[src/hdl/sfrc_pkg.sv]
`timescale 1ns / 1ps
// ----------------------------------------------------------------------------
// sfrc_pkg
// Constants and result type shared by the sync frame receiver modules.
// ----------------------------------------------------------------------------
package sfrc_pkg;

    localparam logic [7:0] SYNC_FIRST     = 8'h7E;
    localparam logic [7:0] SYNC_SECOND    = 8'h02;
    localparam logic [7:0] SUM_COMPLEMENT = 8'hFF;

    typedef struct packed {
        logic [7:0]  frame_type;
        logic [7:0]  frame_address;
        logic [31:0] frame_payload;
        logic        checksum_good;
    } frame_result_t;

endpackage

[src/hdl/sfrc_frame_fsm.sv]
`timescale 1ns / 1ps
// ----------------------------------------------------------------------------
// sfrc_frame_fsm
// Input byte register, frame position tracking, field capture and checksum.
// ----------------------------------------------------------------------------
module sfrc_frame_fsm (
    input  logic                   aclk,
    input  logic                   aresetn,
    input  logic                   s_valid,
    output logic                   s_ready,
    input  logic [7:0]             s_rx_byte,
    output logic                   res_valid,
    input  logic                   res_ready,
    output sfrc_pkg::frame_result_t res_data
);

    typedef enum logic [8:0] {
        ST_IDLE  = 9'b000000001,
        ST_SYNC1 = 9'b000000010,
        ST_TYPE  = 9'b000000100,
        ST_ADDR  = 9'b000001000,
        ST_PAY0  = 9'b000010000,
        ST_PAY1  = 9'b000100000,
        ST_PAY2  = 9'b001000000,
        ST_PAY3  = 9'b010000000,
        ST_CHECK = 9'b100000000
    } frame_state_t;

    frame_state_t state_reg, state_next;
    logic        in_valid_reg, in_valid_next;
    logic [7:0]  in_byte_reg, in_byte_next;
    logic [7:0]  sum_reg, sum_next;
    logic [7:0]  type_reg, type_next;
    logic [7:0]  addr_reg, addr_next;
    logic [31:0] payload_reg, payload_next;
    logic        adv;

    assign res_valid = in_valid_reg && (state_reg == ST_CHECK);
    assign adv       = in_valid_reg && ((state_reg != ST_CHECK) || res_ready);
    assign s_ready   = !in_valid_reg || adv;

    assign res_data = {type_reg, addr_reg, payload_reg,
                       ((sfrc_pkg::SUM_COMPLEMENT - sum_reg) == in_byte_reg)};

    always_comb begin
        in_valid_next = in_valid_reg;
        in_byte_next  = in_byte_reg;
        if (s_valid && s_ready) begin
            in_valid_next = 1'b1;
            in_byte_next  = s_rx_byte;
        end else if (adv) begin
            in_valid_next = 1'b0;
        end
    end

    always_comb begin
        state_next   = state_reg;
        sum_next     = sum_reg;
        type_next    = type_reg;
        addr_next    = addr_reg;
        payload_next = payload_reg;
        if (adv) begin
            unique case (state_reg)
                ST_IDLE: begin
                    state_next = (in_byte_reg == sfrc_pkg::SYNC_FIRST) ? ST_SYNC1 : ST_IDLE;
                end
                ST_SYNC1: begin
                    if (in_byte_reg == sfrc_pkg::SYNC_SECOND) begin
                        sum_next   = sfrc_pkg::SYNC_SECOND;
                        state_next = ST_TYPE;
                    end else begin
                        state_next = ST_IDLE;
                    end
                end
                ST_TYPE: begin
                    type_next  = in_byte_reg;
                    sum_next   = sum_reg + in_byte_reg;
                    state_next = ST_ADDR;
                end
                ST_ADDR: begin
                    addr_next  = in_byte_reg;
                    sum_next   = sum_reg + in_byte_reg;
                    state_next = ST_PAY0;
                end
                ST_PAY0, ST_PAY1, ST_PAY2, ST_PAY3: begin
                    payload_next = {payload_reg[23:0], in_byte_reg};
                    sum_next     = sum_reg + in_byte_reg;
                    unique case (state_reg)
                        ST_PAY0: state_next = ST_PAY1;
                        ST_PAY1: state_next = ST_PAY2;
                        ST_PAY2: state_next = ST_PAY3;
                        default: state_next = ST_CHECK;
                    endcase
                end
                ST_CHECK: begin
                    state_next = ST_IDLE;
                end
                default: begin
                    state_next = ST_IDLE;
                end
            endcase
        end
    end

    always_ff @(posedge aclk) begin
        if (!aresetn) begin
            state_reg    <= ST_IDLE;
            in_valid_reg <= 1'b0;
            sum_reg      <= '0;
            type_reg     <= '0;
            addr_reg     <= '0;
            payload_reg  <= '0;
        end else begin
            state_reg    <= state_next;
            in_valid_reg <= in_valid_next;
            sum_reg      <= sum_next;
            type_reg     <= type_next;
            addr_reg     <= addr_next;
            payload_reg  <= payload_next;
        end
    end

    always_ff @(posedge aclk) begin
        in_byte_reg <= in_byte_next;
    end

    // bad second sync returns to hunting, byte not rechecked
    a_bad_sync2: assert property (@(posedge aclk) disable iff (!aresetn)
        (adv && (state_reg == ST_SYNC1) && (in_byte_reg != sfrc_pkg::SYNC_SECOND))
        |=> (state_reg == ST_IDLE))
        else $error("bad second sync not dropped");

    a_sum_seed: assert property (@(posedge aclk) disable iff (!aresetn)
        (adv && (state_reg == ST_SYNC1) && (in_byte_reg == sfrc_pkg::SYNC_SECOND))
        |=> (sum_reg == sfrc_pkg::SYNC_SECOND) && (state_reg == ST_TYPE))
        else $error("checksum not seeded by second sync");

    a_frame_end: assert property (@(posedge aclk) disable iff (!aresetn)
        (adv && (state_reg == ST_CHECK)) |=> (state_reg == ST_IDLE))
        else $error("frame not closed after checksum byte");

    a_check_stall: assert property (@(posedge aclk) disable iff (!aresetn)
        (res_valid && !res_ready) |=> (state_reg == ST_CHECK) && in_valid_reg)
        else $error("checksum byte lost while result stalled");

endmodule

[src/hdl/sfrc_out_reg.sv]
`timescale 1ns / 1ps
// ----------------------------------------------------------------------------
// sfrc_out_reg
// Result register holding a completed frame until the transaction completes.
// ----------------------------------------------------------------------------
module sfrc_out_reg (
    input  logic                   aclk,
    input  logic                   aresetn,
    input  logic                   res_valid,
    output logic                   res_ready,
    input  sfrc_pkg::frame_result_t res_data,
    output logic                   m_valid,
    input  logic                   m_ready,
    output sfrc_pkg::frame_result_t m_data
);

    logic                    valid_reg, valid_next;
    sfrc_pkg::frame_result_t data_reg, data_next;

    assign res_ready = !valid_reg || m_ready;
    assign m_valid   = valid_reg;
    assign m_data    = data_reg;

    always_comb begin
        valid_next = valid_reg;
        data_next  = data_reg;
        if (res_valid && res_ready) begin
            valid_next = 1'b1;
            data_next  = res_data;
        end else if (m_ready) begin
            valid_next = 1'b0;
        end
    end

    always_ff @(posedge aclk) begin
        if (!aresetn) begin
            valid_reg <= 1'b0;
        end else begin
            valid_reg <= valid_next;
        end
    end

    always_ff @(posedge aclk) begin
        data_reg <= data_next;
    end

endmodule

[src/hdl/sync_frame_receiver_checksum.sv]
`timescale 1ns / 1ps
// ----------------------------------------------------------------------------
// sync_frame_receiver_checksum
// Assembles 9-byte sync frames from received bytes and checks the sum.
// ----------------------------------------------------------------------------
// Takes one received byte per transaction, one per clock cycle when the
// result side keeps up. Bytes go through an input register and the frame
// logic; the output register loads a result as its checksum byte leaves
// the input register. Frames are 7E 02 type addr p0 p1 p2 p3 csum,
// with csum = FF - (02 + type + addr + p0..p3) mod 256; every complete frame
// gives one result, with checksum_good cleared on a mismatch. Only a checksum
// byte waits on the result side, and only while the output register is full.
module sync_frame_receiver_checksum (
    input  logic        aclk,
    input  logic        aresetn,
    input  logic        s_valid,
    output logic        s_ready,
    input  logic [7:0]  s_rx_byte,
    output logic        m_valid,
    input  logic        m_ready,
    output logic [7:0]  m_frame_type,
    output logic [7:0]  m_frame_address,
    output logic [31:0] m_frame_payload,
    output logic        m_checksum_good
);

    logic                    res_valid;
    logic                    res_ready;
    sfrc_pkg::frame_result_t res_data;
    sfrc_pkg::frame_result_t m_data;

    sfrc_frame_fsm u_frame_fsm (
        .aclk      (aclk),
        .aresetn   (aresetn),
        .s_valid   (s_valid),
        .s_ready   (s_ready),
        .s_rx_byte (s_rx_byte),
        .res_valid (res_valid),
        .res_ready (res_ready),
        .res_data  (res_data)
    );

    sfrc_out_reg u_out_reg (
        .aclk      (aclk),
        .aresetn   (aresetn),
        .res_valid (res_valid),
        .res_ready (res_ready),
        .res_data  (res_data),
        .m_valid   (m_valid),
        .m_ready   (m_ready),
        .m_data    (m_data)
    );

    assign m_frame_type    = m_data.frame_type;
    assign m_frame_address = m_data.frame_address;
    assign m_frame_payload = m_data.frame_payload;
    assign m_checksum_good = m_data.checksum_good;

endmodule
[config.mk]
export PLATFORM = sky130hd
export DESIGN_NAME = sync_frame_receiver_checksum
export DESIGN_NICKNAME = d
export VERILOG_FILES = /design/src/hdl/sfrc_pkg.sv /design/src/hdl/sfrc_frame_fsm.sv /design/src/hdl/sfrc_out_reg.sv /design/src/hdl/sync_frame_receiver_checksum.sv
export SDC_FILE = /design/constraint.sdc
export NUM_CORES = 1
export LEC_CHECK = 0
export BUFFER_PORTS_ARGS = -buffer_cell sky130_fd_sc_hd__buf_2
export CORE_MARGIN = 2
export CORE_UTILIZATION = 51
export CTS_CLUSTER_SIZE = 28
export DETAILED_ROUTE_END_ITERATION = 8
export PLACE_DENSITY = 0.78
export SYNTH_ARGS = -nofsm -noshare
export SYNTH_HDL_FRONTEND = slang
export SYNTH_SLANG_ARGS = --single-unit
[constraint.sdc]
create_clock -name aclk -period 3.8 [get_ports aclk]
set_input_delay 0.95 -clock aclk [delete_from_list [all_inputs] [get_ports aclk]]
set_output_delay 0.95 -clock aclk [all_outputs]
set_load 0.005 [all_outputs]
==> summary.txt <==
Timing
  • Hold Vio Cnt, Final: 0
  • Least-Margin Pin Slew: 777 ps
  • F_max: roughly 310 MHz
  • Final Max Tran Viols: 0
  • Fin crit period: 3260 ps
  • Fin Hold WS: 428 ps
  • Unrepaired setup endpoints after global routing: false
  • Setup TNS: 0 ps
  • Final Setup Violations: 0
  • Relative slew slack: 47.8%
  • Final Skew: 4.30 ps
  • Final Cycle Share: 85.7%

Clock tree
  • Setup Fix Bufs, Post-CTS: 0
  • CTS tree: yes
  • Clk Latency, worst-skew pair: 510 ps
  • H-tree depth: 4
  • Clock buffer depth: 2
  • # hold bufs at CTS: 0
  • Clock Sinks: 124
  • Clock transition at path regs: 60 ps
  • Post-CTS resize count: 0
  • Cts bufs inserted: 17
  • Clk root buf: clkbuf_8

Global routing
  • Number of global-route vias before repair: 3120
  • First-pass GRT wire length: 14.6 mm
  • Largest net degree at the start of global routing: 65
  • Total grt overflow: 0
  • Antenna violations before repair: 0
  • Overall Global Routing Usage: about a fifth

Final layout
  • Share of cells above drive strength 1: 21.4%
  • Fill cells: 687
  • Area Growth Syn to Fin: 20.7%
  • Multi-input gate area: ~0.0016 sq mm
  • Register area: a little over 0.003 sq mm
  • ANT cells: 0
  • Final nets: 507
  • Max reg flops: 49

Route
  • DRC Markers: 0
  • Detailed Route Iter0 Violations: around 200
  • DRT Wirelength: 8.90 mm
  • Pre-antenna DRT Iters: 5
  • Final antenna-violating net count: 0
  • Routed len/inst: 14.6 um
  • Vias: 3408
  • Vias per Instance: 5.58

Power and ir drop
  • Max VDD drop: 346 uV
  • Switching Share: 21.7%
  • P_leak: roughly 2.0 nW
  • Clock power frac: between 50% and 60%
  • Pwr Density: 529 mW/mm^2
  • Int Power: 2.38 mW
  • Sw power: 659 uW
  • Gate power share: 1.9%
  • Portion of total power attributed to sequential cells: 46.5%

Synthesis
  • Unique masters post-synth: between 40 and 50
  • Async SR Flop Fraction: 0%
  • Top-count cell post-synth: dfxtp_1
  • Area leader, netlist: edfxtp_1
  • Synth top area share: roughly 36%
  • Top_reg_cell synth: dfxtp_1
  • Syn Std Cell Area: around 0.0048 sq mm
  • Top cells by area, synth: edfxtp_1, dfxtp_1, o21ai_0, nand3_1, nand2_1
  • Gate Count Post-Synth: approximately 430
  • Avg Inst Size Synth: 11.2 sq um
  • Post-synth top cells: dfxtp_1, nand2_1, edfxtp_1, o21ai_0, nand3_1
  • Register area share after synthesis: approximately 64%
  • Post-synth EDFFs: 57
  • Synth Net Count: 445
  • Ys Warns: 0
  • Yosys reg bits: approximately 120

Floorplan
  • Die footprint: 0.0101 sq mm
  • Row count: 35
  • Die X: about 100 um
  • Ports: 63
  • Chip Height: approximately 100 um
  • Core area: 0.00915 sq mm
  • Initial Util: 51.9%

Place
  • Placer Congestion: approximately 0.83
  • Post-DP HPWL: ~6 mm
  • PortBufs: 62

Worst setup path
  • CP max FO: 7
  • Worst-path cell chain: or4_4 -> nor4_1 -> nand4b_1 -> nand2b_1 -> buf_2
  • Slowest library cell on the worst path: or4_4
  • Crit path buf inv count: 1
  • Startpoint Class: register
  • Crit Path Class: reg2out
  • Arrival @ worst endpoint: about 2300 ps
  • Crit path max-delay family: simple AND/OR/NAND/NOR gates
  • Endpoint class of the critical path: primary output
  • CP peak stage delay: around 600 ps
  • Crit path required time: 2850 ps

Status
  • Outcome: finished, final reports clean

Min path
  • Worst hold path class: reg2reg

Run
  • Max-Cap Viols: 0
[layout make-up]
cell class | instances | share of cell area, %
flip-flops and latches | 124 | 53.2
multi-input cells | 272 | 27.8
clock buffers | 18 | 7.46
repair buffers | 66 | 5.97
clock inverters | 14 | 2.77
well taps | 111 | 2.42
inverters | 6 | 0.392
[power groups by stage]
| stage | registers, mW | logic, mW | clock network, mW |
|---|---|---|---|
| 5_1_grt | 1.41 | 0.0641 | 1.65 |
| 3_5_place_dp | 1.44 | 0.0570 | 0 |
| 2_1_floorplan | 1.43 | 0.0451 | 0 |
| 6_report | 1.41 | 0.0576 | 1.57 |
| 3_3_place_gp | 1.44 | 0.0549 | 0 |
| 4_1_cts | 1.41 | 0.0572 | 1.59 |
[final timing paths]
path / cells past startpoint / to / slack (ps) / startpoint
min reg2reg: 0 / u_out_reg.m_data[48]$_DFFE_PP_ / 430 / u_frame_fsm.type_reg[7]$_SDFFE_PN0P_
max: 5 / s_ready / 540 / u_frame_fsm.state_reg[4]$_SDFFE_PN0P_
min: 0 / u_out_reg.m_data[48]$_DFFE_PP_ / 430 / u_frame_fsm.type_reg[7]$_SDFFE_PN0P_
max reg2reg: 5 / u_out_reg.m_data[46]$_DFFE_PP_ / 1120 / u_frame_fsm.state_reg[4]$_SDFFE_PN0P_
[cell usage in the layout, fill, tap and decap left out, types with 6 or more instances in the layout]
cell / synthesis / layout
nand2_1: 59 / 59
nor3_1: 7 / 7
inv_1: 6 / 6
nor2_1: 7 / 6
nor2b_1: 9 / 9
ha_1: 7 / 7
nand3_1: 55 / 55
o21ai_0: 57 / 57
buf_2: 3 / 61
clkbuf_16: 0 / 16
edfxtp_1: 57 / 57
dfxtp_1: 67 / 67
[cells by family after synthesis]
family	share of synthesized area (%)
DFF	64.2
and+or+nand+nor	19.1
AOI/OAI and AO/OA	10.2
buffers and inverters	2.53
adders and majority gates	2.26
muxes	0.632
xor gates and xnor gates	1.11
[through the flow]
stage | total power, mW | util, % | worst slack (ps) | area [sq um] | instances
floorplan | 1.47 | - | 787 | 4760 | 425
global placement | 1.50 | 56.3 | 1120 | 5150 | 579
detailed placement | 1.50 | 56.3 | 1070 | 5150 | 579
CTS | 3.05 | 62.7 | 531 | 5740 | 611
global route | 3.13 | 62.7 | 347 | 5740 | 611
finish | 3.04 | 62.7 | 545 | 5740 | 611
[routing by layer]
layer / wire length [um] / part of all wire (%) / GRT usage [%] / up-vias
met5: 0 / 0 / 0 / -
met4: 149 / 1.7 / 8.43 / 0
met3: 471 / 5.3 / 5.96 / 15
met2: 4350 / 49 / 29.4 / 107
met1: 3940 / 44 / 23.8 / 1614
li1: - / - / - / 1672
Power figures use the tool's default switching activity.
